[config.mk]
export PLATFORM = sky130hd
export DESIGN_NAME = dtl_ctrl
export DESIGN_NICKNAME = d
export VERILOG_FILES = /design/src/dtl_pkg.sv /design/src/dtl_ctrl.sv
export SDC_FILE = /design/constraint.sdc
export NUM_CORES = 1
export LEC_CHECK = 0
export ABC_AREA = 1
export BUFFER_PORTS_ARGS = -buffer_cell sky130_fd_sc_hd__buf_2
export CORE_MARGIN = 10
export CORE_UTILIZATION = 52
export DETAILED_ROUTE_END_ITERATION = 16
export HOLD_SLACK_MARGIN = 0.05
export MAX_ROUTING_LAYER = met4
export PLACE_DENSITY = 0.78
export SETUP_SLACK_MARGIN = 0.5
export SLEW_MARGIN = 10
export SYNTH_ARGS = -nofsm -noshare
export SYNTH_HDL_FRONTEND = slang
export SYNTH_SLANG_ARGS = --single-unit
export TNS_END_PERCENT = 20
[constraint.sdc]
create_clock -name clock -period 1.65 [get_ports clock]
set_input_delay 0.2475 -clock clock [delete_from_list [all_inputs] [get_ports clock]]
set_output_delay 0.2475 -clock clock [all_outputs]
set_load 0.1 [all_outputs]
[src/dtl_pkg.sv]
// ----------------------------------------------------------------------------
// Decision tree leaf lookup package
// Shared constants, payload layouts, command/status bundles and the
// constant-divisor helpers used by the feature decode.
// ----------------------------------------------------------------------------
package dtl_pkg;

   localparam int NODE_COUNT        = 4096;
   localparam int MAX_DEPTH         = 64;
   localparam int WORDS_PER_PATTERN = 23;
   localparam int PATTERN_COUNT     = 625;
   localparam int FEATURE_WORDS     = PATTERN_COUNT * WORDS_PER_PATTERN;
   localparam int INVENTORY_WORDS   = PATTERN_COUNT * 10;
   localparam int FAMILY_LIMIT      = 4800000;
   localparam int LOCAL_FEATURES    = 9;

   localparam int NODE_AW = $clog2(NODE_COUNT);
   localparam int FEAT_AW = $clog2(FEATURE_WORDS);
   localparam int INV_AW  = $clog2(INVENTORY_WORDS);
   localparam int STEP_W  = $clog2(MAX_DEPTH + 1);

   localparam int REQ_W  = 144;
   localparam int RSP_W  = 16;
   localparam int MODE_W = 2;

   typedef enum logic [1:0] {
      MODE_NODE     = 2'd0,
      MODE_FEAT     = 2'd1,
      MODE_INV      = 2'd2,
      MODE_CLASSIFY = 2'd3
   } mode_type;

   typedef enum logic [1:0] {
      FAULT_NONE   = 2'd0,
      FAULT_DEPTH  = 2'd1,
      FAULT_DOMAIN = 2'd2
   } fault_type;

   typedef enum logic [2:0] {
      ST_IDLE,
      ST_DECODE,
      ST_INV_RD,
      ST_INV_LD,
      ST_NODE,
      ST_FEAT,
      ST_DONE
   } state_type;

   typedef enum logic [2:0] {
      DEC_DIV6 = 3'd0,
      DEC_DIV5 = 3'd1,
      DEC_DIV2 = 3'd2,
      DEC_DIG0 = 3'd3,
      DEC_DIG1 = 3'd4,
      DEC_DIG2 = 3'd5,
      DEC_DIG3 = 3'd6
   } dec_step_type;

   // request payload, last member in the lowest bits
   typedef struct packed {
      logic               pad;
      logic [11:0]        root;
      logic [22:0]        family;
      logic signed [63:0] word_value;
      logic [11:0]        right_child;
      logic [11:0]        left_child;
      logic signed [5:0]  split_feature;
      logic [13:0]        index;
   } req_data_type;

   typedef struct packed {
      logic [1:0]  pad;
      logic [1:0]  fault;
      logic [11:0] leaf;
   } rsp_data_type;

   typedef struct packed {
      logic signed [5:0]  split;
      logic [11:0]        left;
      logic [11:0]        right;
      logic signed [63:0] limit;
   } node_type;

   localparam int NODE_W = $bits(node_type);

   typedef struct packed {
      logic         wr_node;
      logic         wr_feat;
      logic         wr_inv;
      logic         start;
      logic         dec_en;
      dec_step_type dec_step;
      logic         inv_rd;
      logic         inv_ld;
      logic         node_rd;
      logic         feat_rd;
      logic         take_child;
      logic         use_pat;
      logic         load_rsp;
      fault_type    rsp_fault;
   } ctrl_cmd_type;

   typedef struct packed {
      logic family_bad;
      logic leaf;
      logic feat_remote;
      logic rsp_free;
   } dp_status_type;

   // floor(x/6) for any 16-bit x: reciprocal multiply, exact over the range
   function automatic logic [15:0] div6_u16(input logic [15:0] x);
      logic [33:0] p;
      p = {18'd0, x} * 34'd43691;
      return p[33:18];
   endfunction

   // floor(x/5) for any 16-bit x
   function automatic logic [15:0] div5_u16(input logic [15:0] x);
      logic [33:0] p;
      p = {18'd0, x} * 34'd52429;
      return p[33:18];
   endfunction

endpackage

[src/dtl_ctrl.sv]
// ----------------------------------------------------------------------------
// Decision tree leaf lookup controller
// Sequences writes, feature decode, inventory fetch, tree walk and result.
// ----------------------------------------------------------------------------
module dtl_ctrl (
   input  logic                   clock,
   input  logic                   reset,
   input  logic                   req_tvalid,
   output logic                   req_tready,
   input  dtl_pkg::mode_type      req_mode,
   input  dtl_pkg::dp_status_type status,
   output dtl_pkg::ctrl_cmd_type  cmd
);
   import dtl_pkg::*;

   state_type        state_ff, state_in;
   dec_step_type     dec_ff, dec_in;
   logic [STEP_W-1:0] depth_ff, depth_in;
   fault_type        fault_ff, fault_in;

   always_ff @(posedge clock) begin
      if (reset) begin
         state_ff <= ST_IDLE;
         dec_ff   <= DEC_DIV6;
         depth_ff <= '0;
         fault_ff <= FAULT_NONE;
      end else begin
         state_ff <= state_in;
         dec_ff   <= dec_in;
         depth_ff <= depth_in;
         fault_ff <= fault_in;
      end
   end

   always_comb begin
      state_in      = state_ff;
      dec_in        = dec_ff;
      depth_in      = depth_ff;
      fault_in      = fault_ff;
      req_tready    = 1'b0;
      cmd           = '0;
      cmd.dec_step  = dec_ff;
      cmd.rsp_fault = fault_ff;
      case (state_ff)
         ST_IDLE: begin
            req_tready = 1'b1;
            if (req_tvalid) begin
               case (req_mode)
                  MODE_NODE: cmd.wr_node = 1'b1;
                  MODE_FEAT: cmd.wr_feat = 1'b1;
                  MODE_INV:  cmd.wr_inv  = 1'b1;
                  MODE_CLASSIFY: begin
                     if (status.family_bad) begin
                        fault_in = FAULT_DOMAIN;
                        state_in = ST_DONE;
                     end else begin
                        cmd.start = 1'b1;
                        dec_in    = DEC_DIV6;
                        state_in  = ST_DECODE;
                     end
                  end
                  default: ;
               endcase
            end
         end
         ST_DECODE: begin
            cmd.dec_en = 1'b1;
            if (dec_ff == DEC_DIG3) begin
               state_in = ST_INV_RD;
            end else begin
               dec_in = dec_step_type'(dec_ff + 3'd1);
            end
         end
         ST_INV_RD: begin
            cmd.inv_rd = 1'b1;
            state_in   = ST_INV_LD;
         end
         ST_INV_LD: begin
            cmd.inv_ld  = 1'b1;
            cmd.node_rd = 1'b1;
            depth_in    = '0;
            state_in    = ST_NODE;
         end
         ST_NODE: begin
            if (status.leaf) begin
               fault_in = FAULT_NONE;
               state_in = ST_DONE;
            end else if (depth_ff >= STEP_W'(MAX_DEPTH)) begin
               fault_in = FAULT_DEPTH;
               state_in = ST_DONE;
            end else if (status.feat_remote) begin
               cmd.feat_rd = 1'b1;
               state_in    = ST_FEAT;
            end else begin
               cmd.take_child = 1'b1;
               depth_in       = depth_ff + STEP_W'(1);
            end
         end
         ST_FEAT: begin
            cmd.take_child = 1'b1;
            cmd.use_pat    = 1'b1;
            depth_in       = depth_ff + STEP_W'(1);
            state_in       = ST_NODE;
         end
         ST_DONE: begin
            if (status.rsp_free) begin
               cmd.load_rsp = 1'b1;
               state_in     = ST_IDLE;
            end
         end
         default: state_in = ST_IDLE;
      endcase
   end

endmodule

==> flow_metrics.py, run 1 <==
metrics = {
    "clocking": {
        "clockBufferDepth": 2,
        "h-tree-depth": 1,
        "cts_sinks": 15,
        "clock-root-buffer": "clkbuf_4",
        "cts_buffers": 3,
    },
    "yosys": {
        "yosysWarnings": 0,
        "synth.net_count": 179,
        "syn_inst": 167,
        "netlist_area_um2": 1090,
        "avgSynthCellArea_um2": 6.56,
        "synth_seq_cells": 15,
        "synth_seq_area_share": 0.274,
        "ys_types": 25,
    },
    "placed_design": {
        "dp_hpwl_mm": 2.55,
        "place_congestion": 0.916,
        "place_inst": 218,
        "place_area_um2": 1520,
        "portBuffers": 26,
    },
    "floorplanning": {
        "die_h_um": 65.9,
        "start_util": 0.552,
        "num_rows": 16,
        "pin_count": 27,
        "die_w_um": 65.9,
    },
    "global_routing": {
        "grt_start_max_net_pins": 15,
        "antenna_found_initial": 0,
    },
    "status": {
        "lastStage": "global routing",
        "error": "[ERROR DPL-0033] detailed placement checks failed during check placement.",
        "status": "did not finish",
    },
    "sta": {
        "endpoint_type": "primary output",
        "crit_endpoint": "cmd[4]",
    },
}
## repair_timing
item / 4_1_cts
hold buffers: 0
setup buffers: 12
gates resized for setup: 47
pin swaps: 22
endpoints found under the setup margin: 33
## logic make-up after synthesis
| group | count (synthesis) | share of synthesized area |
|---|---|---|
| XOR/XNOR | 2 | 0.0160 |
| AND/OR/NAND/NOR | 98 | 0.455 |
| AO/OA/AOI/OAI | 20 | 0.112 |
| flip-flops | 15 | 0.274 |
| adder cells (fa/ha/maj) | 3 | 0.0343 |
| buffers and inverters | 29 | 0.109 |
## metrics by stage
stage | TNS [ns] | util | setup WS (ns)
2_1_floorplan | -2.07 | - | -0.282
3_3_place_gp | 0 | 0.766 | 0.259
3_5_place_dp | 0 | 0.766 | 0.190
4_1_cts | -0.0174 | 0.906 | -0.0116
## Yosys cell counts
master,instances,area share
dfxtp_1,15,0.27
nor2_1,24,0.082
nor3_1,2,0.0091
a21oi_1,10,0.046
nor4_1,2,0.011
xnor2_1,2,0.016
nand2_8,1,0.018
nand2_2,8,0.046
o21ai_2,1,0.0080
inv_4,1,0.0057
nor2_4,2,0.021
o21ai_0,4,0.018
clkbuf_1,1,0.0034
inv_1,22,0.075
nand3b_1,1,0.0069
ha_1,3,0.034
buf_4,2,0.014
nor2_2,1,0.0057
a21oi_2,5,0.040
nand3_4,1,0.016
nand4_1,2,0.011
inv_2,3,0.010
nand3_1,19,0.087
nand2_1,32,0.11
nand2_4,3,0.031
==> run 2, diff against run 1 <==
Settings changed: CORE_AREA from default to 10 10 71 73, CORE_MARGIN 10 to default, CORE_UTILIZATION 52 to default, DIE_AREA from default to 0 0 81 83, HOLD_SLACK_MARGIN 0.05 to default, MAX_ROUTING_LAYER met4 to default, PLACE_DENSITY 0.78 to default, PLACE_DENSITY_LB_ADDON from default to 0.15, SETUP_SLACK_MARGIN 0.5 to default.
==> run 2 against run 1 <==
Compared with the run above: the flow now finishes, with violations (negative setup slack); synthesized cell count is the same; area after synthesis did not move.
==> flow_metrics.py, run 2 <==
metrics = {
    "sta": {
        "rsz0062_at_grt": "yes",
        "timing.fmax_mhz": 605,
        "finalCriticalPeriod_ns": 1.65,
        "worstMarginPinSlew_ns": 0.491,
        "finalCritPeriodShare": 1.00,
        "setup_violations": 1,
        "setup_ws_ns": -0.00179,
        "slew-limit-headroom": 0.675,
        "hold_violations": 0,
        "fin_worst_skew_ns": 0.00326,
        "maxSlewViolCount": 0,
    },
    "status": {
        "failed_checks": "negative setup slack",
        "status": "finished, violations left",
    },
    "final_layout": {
        "fin_nets": 209,
        "num_antenna_cells": 0,
        "final_layout_size_suffix_gt1_frac": 0.337,
        "regMostFlops": "depth_ff",
        "final_common_cell": "nand2_1",
        "largest_reg_flops": 7,
        "fin_area_um2": 1580,
        "layout_common_cells": "32 x nand2_1, 22 x inv_1, 21 x nor2_1",
        "area_growth_pct": 44.0,
        "top_regs": "depth_ff (7), dec_ff (3), state_ff (3)",
        "stdcell_count": 244,
    },
    "yosys": {
        "synth_seq_area_share": 0.274,
        "yosys-top-cells-count": "32 x nand2_1, 24 x nor2_1, 22 x inv_1",
        "avgSynthCellArea_um2": 6.56,
        "synth_seq_cells": 15,
        "synth_edf_count": 0,
        "netlist_area_um2": 1090,
        "yosysWarnings": 0,
        "yosys.area.top_type": "dfxtp_1",
        "synthTopCellsByArea": "dfxtp_1 27%, nand2_1 11%, nand3_1 8.7%",
        "async_flop_share": 0,
        "synth.most_common_cell": "nand2_1",
        "syn_inst": 167,
        "ys_types": 25,
        "synthFlopType": "dfxtp_1",
        "synth_top_area_frac": 0.274,
        "synth.net_count": 179,
    },
    "power_and_ir_drop": {
        "combPwrFrac": 0.692,
        "switchingPower_w": 0.00142,
        "p_sw_frac": 0.559,
        "seq_power_share": 0.191,
        "internal_power_w": 0.00112,
        "p_per_area_nw_per_um2": 1610,
        "pwr-share-clk": 0.116,
        "leakage_nw": 0.698,
        "vdd_ir_drop_max_uv": 572,
    },
    "routing": {
        "vias": 1129,
        "drtAntennaViolNets": 0,
        "routed_wl_mm": 2.82,
        "drt-vias-per-instance": 4.63,
        "drc": 0,
        "post_drt_wl_per_cell_um": 11.6,
        "initialDrtViolationCount": 124,
        "first_pass_iters": 4,
    },
    "global_routing": {
        "grt_pass1_wl_mm": 5.04,
        "grt_start_max_net_pins": 15,
        "grt_usage": 0.0895,
        "overflow": 0,
        "grt_pass1_vias": 1148,
        "antenna_found_initial": 0,
    },
    "setup_path": {
        "crit_buf_inv": 1,
        "slowest_delay_ns": 0.37,
        "reg2reg_depth": 8,
        "rr_startpoint": "dec_ff[0]",
        "path_cells": "nor2_4, nand2_4, nor4_4, buf_12",
        "crit_family": "simple AND/OR/NAND/NOR gates",
        "slowest_stage": "dfxtp_4",
        "critPathMaxFanout": 7,
        "r2r-end": "dec_ff[2]",
        "end_kind": "primary output",
        "crit_type": "flop to primary output",
        "cp.required_ns": 1.40,
        "worstPathArrival_ns": 1.40,
        "r2r_slack_ns": 0.16,
        "crit_path_start_kind": "flop",
    },
    "floorplanning": {
        "num_rows": 22,
        "die_w_um": 81,
        "pin_count": 27,
        "die_area_um2": 6720,
        "core_um2": 3630,
        "die_h_um": 83,
        "start_util": 0.301,
    },
    "worst_hold_path": {
        "hold_depth": 4,
        "holdPathEnd": "state_ff[1]",
        "min_from": "status[0]",
        "min_path_type": "input pin to flop",
    },
    "placed_design": {
        "place_inst": 240,
        "place_congestion": 0.833,
        "portBuffers": 26,
        "dp_hpwl_mm": 2.38,
        "place_area_um2": 1530,
    },
    "clocking": {
        "h-tree-depth": 1,
        "clock-root-buffer": "clkbuf_8",
        "cts_sinks": 15,
        "clockBufferDepth": 2,
        "clkSlewWorstSetupHoldPaths_ns": 0.06,
        "cts_tree": "built",
        "cts_setup_buffers": 0,
        "clock_latency_ns": 0.24,
        "cts_buffers": 3,
    },
    "job": {
        "drv_cap": 0,
    },
}
## run 2: timing repair
action | 4_1_cts | 5_1_grt
setup endpoints to repair | 8 | 6
pin swaps | 3 | 0
hold buffers | 0 | 0
gates resized for setup | 2 | 1
## run 2: power groups by stage
stage	logic, W	clock network (W)	registers [W]
2_1_floorplan	0.00122	0	0.000516
3_3_place_gp	0.00175	0	0.000482
3_5_place_dp	0.00176	0	0.000484
4_1_cts	0.00176	0.000308	0.000482
5_1_grt	0.00188	0.000332	0.000496
6_report	0.00175	0.000295	0.000485
## run 2: worst min-delay path: stages
cell	delay, ns
buf_2	0.09
nor2_1	0.05
inv_1	0.06
a21oi_1	0.06
## run 2: logic make-up after synthesis
group                      share of synthesized area
and+or+nand+nor                                0.455
buffers and inverters                          0.109
AOI/OAI and AO/OA                              0.112
DFF                                            0.274
adders and majority gates                     0.0343
xor gates and xnor gates                      0.0160
## run 2: metrics by stage
step / power (W) / util / TNS, ns / setup slack [ns] / hold slack (ns)
floorplan: 0.00173 / - / -2.92 / -0.354 / 0.310
global placement: 0.00223 / 0.420 / 0 / 0.203 / 0.455
detailed placement: 0.00224 / 0.420 / 0 / 0.174 / 0.460
CTS: 0.00255 / 0.433 / -0.0360 / -0.0181 / 0.295
global route: 0.00271 / 0.434 / -0.352 / -0.0891 / 0.314
finish: 0.00253 / 0.434 / -0.00179 / -0.00179 / 0.300
## run 2: cell type report
| class | count | area, um2 |
|---|---|---|
| sequential | 15 | 305 |
| clock buffer | 3 | 41.3 |
| inverter | 26 | 100 |
| clock inverter | 1 | 5.00 |
| tap | 48 | 60.1 |
| multi-input combinational | 123 | 724 |
| timing repair buffer | 28 | 340 |
| fill | 395 | 2060 |
## run 2: worst max path at each step
stage                     cells past startpoint        end         from  slack, ns
after global routing                          4    cmd[14]  state_ff[1]      -0.09
after CTS                                     4    cmd[16]  state_ff[1]      -0.02
after global placement                        6     cmd[4]  state_ff[0]       0.20
after detailed placement                      6     cmd[4]  state_ff[0]       0.17
after floorplan                               8  dec_ff[0]    dec_ff[0]      -0.35
final                                         4    cmd[16]  state_ff[1]     -0.002
## run 2: per-layer routing
metal / GRT usage / routed length (um) / vias up
met5: 0 / 0 / -
met4: 0.0344 / 42 / 0
met3: 0.0345 / 168 / 4
met2: 0.147 / 1430 / 25
met1: 0.100 / 1180 / 510
li1: - / - / 590
Power figures use the tool's default switching activity.
==> run 3, diff against run 2 <==
Settings changed: ABC_CLOCK_PERIOD_IN_PS from default to 1650, BUFFER_PORTS_ARGS -buffer_cell sky130_fd_sc_hd__buf_2 to -buffer_cell sky130_fd_sc_hd__clkbuf_2.
==> run 3 against run 2 <==
Compared with the run above: the run still ends with negative setup slack left; global-route usage down 0.34 points; core utilization unchanged; critical path depth unchanged; sequential share of layout area unchanged; die area unchanged; sequential power about the same; critical path type unchanged; largest power group unchanged.
==> flow_metrics.py, run 3 (same netlist as run 2, synthesis figures left out) <==
metrics = {
    "placed_design": {
        "portBuffers": 26,
        "dp_hpwl_mm": 2.36,
        "dp_slack_ns": 0.176,
        "place_congestion": 0.814,
    },
    "power_and_ir_drop": {
        "vdd_ir_drop_max_uv": 566,
        "p_per_area_nw_per_um2": 1600,
        "leakage_nw": 0.695,
        "power_w": 0.00253,
    },
    "final_layout": {
        "top_regs": "depth_ff (7), dec_ff (3), state_ff (3)",
        "final_common_cell": "nand2_1",
        "largest_reg_flops": 7,
        "regMostFlops": "depth_ff",
        "layout_common_cells": "32 x nand2_1, 22 x inv_1, 21 x nor2_1",
        "register_area_um2": 305,
        "multiInputGateArea_um2": 724,
        "fin_nets": 209,
        "num_antenna_cells": 0,
        "final_layout_size_suffix_gt1_frac": 0.337,
        "area_growth_pct": 44.0,
        "fillers": 392,
    },
    "global_routing": {
        "grt_start_max_net_pins": 15,
        "overflow": 0,
        "grt_usage": 0.0861,
        "grt_pass1_wl_mm": 4.75,
        "grt_pass1_vias": 1092,
        "antenna_found_initial": 0,
    },
    "floorplanning": {
        "core_um2": 3630,
        "die_area_um2": 6720,
        "pin_count": 27,
        "die_h_um": 83,
        "die_w_um": 81,
        "num_rows": 22,
        "start_util": 0.301,
    },
    "clocking": {
        "h-tree-depth": 1,
        "cts_setup_buffers": 0,
        "cts_sinks": 15,
        "cts_buffers": 3,
        "clkSlewWorstSetupHoldPaths_ns": 0.06,
        "clockBufferDepth": 2,
        "clock-root-buffer": "clkbuf_8",
        "clock_latency_ns": 0.24,
        "cts_tree": "built",
    },
    "setup_path": {
        "crit_type": "flop to primary output",
        "cp.required_ns": 1.40,
        "path_cells": "nor2_4, nand2_4, nor4_4, buf_12",
        "crit_path_start_kind": "flop",
        "worstPathArrival_ns": 1.41,
        "end_kind": "primary output",
        "slowest_stage": "dfxtp_4",
        "critPathMaxFanout": 7,
        "slowest_delay_ns": 0.37,
    },
    "sta": {
        "setup_ws_ns": -0.00428,
        "hold_violations": 0,
        "setup_violations": 2,
        "rsz0062_at_grt": "yes",
        "finalCritPeriodShare": 1.00,
        "slew-limit-headroom": 0.637,
        "fin_worst_skew_ns": 0.000991,
        "finalCriticalPeriod_ns": 1.65,
        "maxSlewViolCount": 0,
        "worstMarginPinSlew_ns": 0.547,
        "timing.fmax_mhz": 604,
        "setup_tns_ns": -0.00687,
    },
    "routing": {
        "drtAntennaViolNets": 0,
        "initialDrtViolationCount": 64,
        "drc": 0,
        "drt-vias-per-instance": 4.64,
        "vias": 1133,
        "routed_wl_mm": 2.76,
        "first_pass_iters": 4,
        "post_drt_wl_per_cell_um": 11.3,
    },
    "status": {
        "failed_checks": "negative setup slack",
        "status": "finished, violations left",
    },
    "job": {
        "drv_cap": 0,
    },
    "worst_hold_path": {
        "min_path_type": "input pin to flop",
    },
}
-- run 3: changes by cell type in the layout (fill, tap and decap cells not counted), sizes merged --
cell / before / now
buf: 28 / 15
clkbuf: 3 / 16
-- run 3: final cells by class --
cell class,count,area share
multi-input cells,123,0.460
repair buffers,28,0.216
flip-flops and latches,15,0.194
inverters,26,0.0635
well taps,48,0.0381
clock buffers,3,0.0262
clock inverters,1,0.00317
-- run 3: where the power goes --
part / internal, W / leakage [nW] / switching, W / total (W)
registers: 0.000414 / 0.122 / 0.0000727 / 0.000486
clock network: 0.000167 / 0.0255 / 0.000124 / 0.000291
logic: 0.000536 / 0.547 / 0.00121 / 0.00175
-- run 3: routing by layer --
| layer | GRT usage | part of all wire | vias to the layer above |
|---|---|---|---|
| li1 | - | - | 591 |
| met1 | 0.0952 | 0.43 | 515 |
| met2 | 0.143 | 0.51 | 25 |
| met3 | 0.0345 | 0.058 | 2 |
| met4 | 0.0313 | 0.0051 | 0 |
| met5 | 0 | 0 | - |
-- run 3: final timing paths --
| kind | startpoint | endpoint | slack, ns | cells after the start |
|---|---|---|---|---|
| worst max register to register | dec_ff[0] | dec_ff[2] | 0.17 | 8 |
| worst max-delay path | state_ff[1] | cmd[16] | -0.004 | 4 |
| worst min-delay path | status[0] | state_ff[1] | 0.31 | 4 |
| worst min register to register | fault_ff[0] | fault_ff[0] | 0.46 | 2 |
-- run 3: what timing repair did --
| action | 4_1_cts | 5_1_grt |
|---|---|---|
| hold buffers | 0 | 0 |
| pin swaps | 3 | 0 |
| setup endpoints to repair | 8 | 6 |
| gates resized for setup | 2 | 1 |
-- run 3: worst max-delay path, delay by kind of cell (launching register included) --
kind,cells,cell delay [ns]
and+or+nand+nor,3,0.57
DFF,1,0.37
buffers and inverters,1,0.21
-- run 3: stage by stage --
step	cells	hold WS (ns)	util	area, um2
2_1_floorplan	167	0.310	-	1140
3_3_place_gp	240	0.457	0.420	1530
3_5_place_dp	240	0.458	0.420	1530
4_1_cts	244	0.303	0.433	1570
5_1_grt	244	0.330	0.434	1580
6_report	244	0.313	0.434	1580
==> run 4, diff against run 3 <==
Settings changed: MAX_ROUTING_LAYER from default to met4.
==> run 4 against run 3 <==
Compared with the run above: the run still ends with negative setup slack left; sequential power about the same; critical path depth unchanged; non-clock buffer count unchanged; first-iteration DRC count down 1.6%; sequential share of layout area unchanged; flip-flop and latch count unchanged; setup slack unchanged; critical path type unchanged; largest cell class unchanged; highest routed layer unchanged.
==> flow_metrics.py, run 4 (same netlist as run 2, synthesis figures left out) <==
metrics = {
    "floorplanning": {
        "die_h_um": 83,
        "die_area_um2": 6720,
        "pin_count": 27,
        "start_util": 0.301,
        "core_um2": 3630,
        "die_w_um": 81,
        "num_rows": 22,
    },
    "sta": {
        "finalCriticalPeriod_ns": 1.65,
        "setup_violations": 2,
        "timing.fmax_mhz": 604,
        "worstMarginPinSlew_ns": 0.547,
        "setup_tns_ns": -0.00687,
        "rsz0062_at_grt": "yes",
        "finalCritPeriodShare": 1.00,
        "setup_ws_ns": -0.00428,
        "slew-limit-headroom": 0.637,
        "maxSlewViolCount": 0,
        "hold_violations": 0,
        "fin_worst_skew_ns": 0.000991,
    },
    "worst_hold_path": {
        "min_path_type": "input pin to flop",
    },
    "setup_path": {
        "crit_type": "flop to primary output",
        "crit_path_start_kind": "flop",
        "worstPathArrival_ns": 1.41,
        "end_kind": "primary output",
        "slowest_stage": "dfxtp_4",
        "r2r_slack_ns": 0.17,
        "critPathMaxFanout": 7,
        "path_cells": "nor2_4, nand2_4, nor4_4, buf_12",
        "cp.required_ns": 1.40,
        "slowest_delay_ns": 0.37,
    },
    "final_layout": {
        "area_growth_pct": 44.0,
        "stdcell_count": 244,
        "fin_area_um2": 1580,
        "final_layout_size_suffix_gt1_frac": 0.337,
        "num_antenna_cells": 0,
        "top_regs": "depth_ff (7), dec_ff (3), state_ff (3)",
        "regMostFlops": "depth_ff",
        "largest_reg_flops": 7,
        "final_common_cell": "nand2_1",
        "final_util": 0.434,
        "layout_common_cells": "32 x nand2_1, 22 x inv_1, 21 x nor2_1",
        "fin_nets": 209,
    },
    "clocking": {
        "cts_setup_buffers": 0,
        "postCtsHoldBufs": 0,
        "clock_latency_ns": 0.24,
        "cts_tree": "built",
        "cts_sinks": 15,
        "clock-root-buffer": "clkbuf_8",
        "h-tree-depth": 1,
        "clkSlewWorstSetupHoldPaths_ns": 0.06,
        "cts_buffers": 3,
        "clockBufferDepth": 2,
    },
    "placed_design": {
        "place_area_um2": 1530,
        "dp_slack_ns": 0.176,
        "place_inst": 240,
        "portBuffers": 26,
        "dp_hpwl_mm": 2.36,
        "place_congestion": 0.826,
    },
    "power_and_ir_drop": {
        "p_per_area_nw_per_um2": 1600,
        "vdd_ir_drop_max_uv": 566,
        "leakage_nw": 0.695,
    },
    "status": {
        "status": "finished, violations left",
        "failed_checks": "negative setup slack",
    },
    "global_routing": {
        "antenna_found_initial": 0,
        "grt_pass1_wl_mm": 4.74,
        "grt_pass1_vias": 1101,
        "grt_usage": 0.0877,
        "overflow": 0,
        "grt_start_max_net_pins": 15,
    },
    "routing": {
        "vias": 1133,
        "drtAntennaViolNets": 0,
        "post_drt_wl_per_cell_um": 11.3,
        "first_pass_iters": 4,
        "drc": 0,
        "initialDrtViolationCount": 63,
        "routed_wl_mm": 2.76,
        "drt-vias-per-instance": 4.64,
    },
    "job": {
        "drv_cap": 0,
    },
}
-- run 4: cell counts in the layout (fill, tap and decap cells not counted) --
Identical to the previous run, type by type.
-- run 4: per-stage QoR --
step                      total power [W]  hold slack (ns)
after global routing              0.00269            0.333
after global placement            0.00223            0.457
final                             0.00253            0.313
after floorplan                   0.00173            0.310
after detailed placement          0.00224            0.458
after CTS                         0.00255            0.303
-- run 4: layout make-up --
cell class | instances | area [um2]
Timing Repair Buffer | 28 | 340
Fill cell | 392 | 2060
Clock inverter | 1 | 5.00
Sequential cell | 15 | 305
Inverter | 26 | 100
Tap cell | 48 | 60.1
Clock buffer | 3 | 41.3
Multi-Input combinational cell | 123 | 724
-- run 4: final timing paths --
path                     from          end  depth (start not counted)
setup / recovery  state_ff[1]      cmd[16]                          4
hold / removal      status[0]  state_ff[1]                          4
setup reg to reg    dec_ff[0]    dec_ff[2]                          8
hold reg to reg   fault_ff[0]  fault_ff[0]                          2
-- run 4: worst max-delay path: cells and delay by family, from the launching register on --
| family | cells | cell delay, ns |
|---|---|---|
| and+or+nand+nor | 3 | 0.57 |
| DFF | 1 | 0.37 |
| buffers and inverters | 1 | 0.21 |
-- run 4: power by group --
| part | internal (W) | leakage, nW | switching (W) |
|---|---|---|---|
| sequential | 0.000414 | 0.122 | 0.0000727 |
| combinational | 0.000536 | 0.547 | 0.00121 |
| clock | 0.000167 | 0.0255 | 0.000124 |
-- run 4: what timing repair did --
| action | 4_1_cts | 5_1_grt |
|---|---|---|
| endpoints found under the setup margin | 8 | 5 |
| pin swaps | 3 | 0 |
| gates resized for setup | 2 | 1 |
-- run 4: metal layers --
| layer | part of all wire | wire length, um | GRT usage | vias to the layer above |
|---|---|---|---|---|
| li1 | - | - | - | 591 |
| met1 | 0.44 | 1210 | 0.0989 | 515 |
| met2 | 0.51 | 1410 | 0.143 | 25 |
| met3 | 0.044 | 122 | 0.0248 | 2 |
| met4 | 0.0051 | 14 | 0.0313 | 0 |
| met5 | 0 | 0 | - | - |
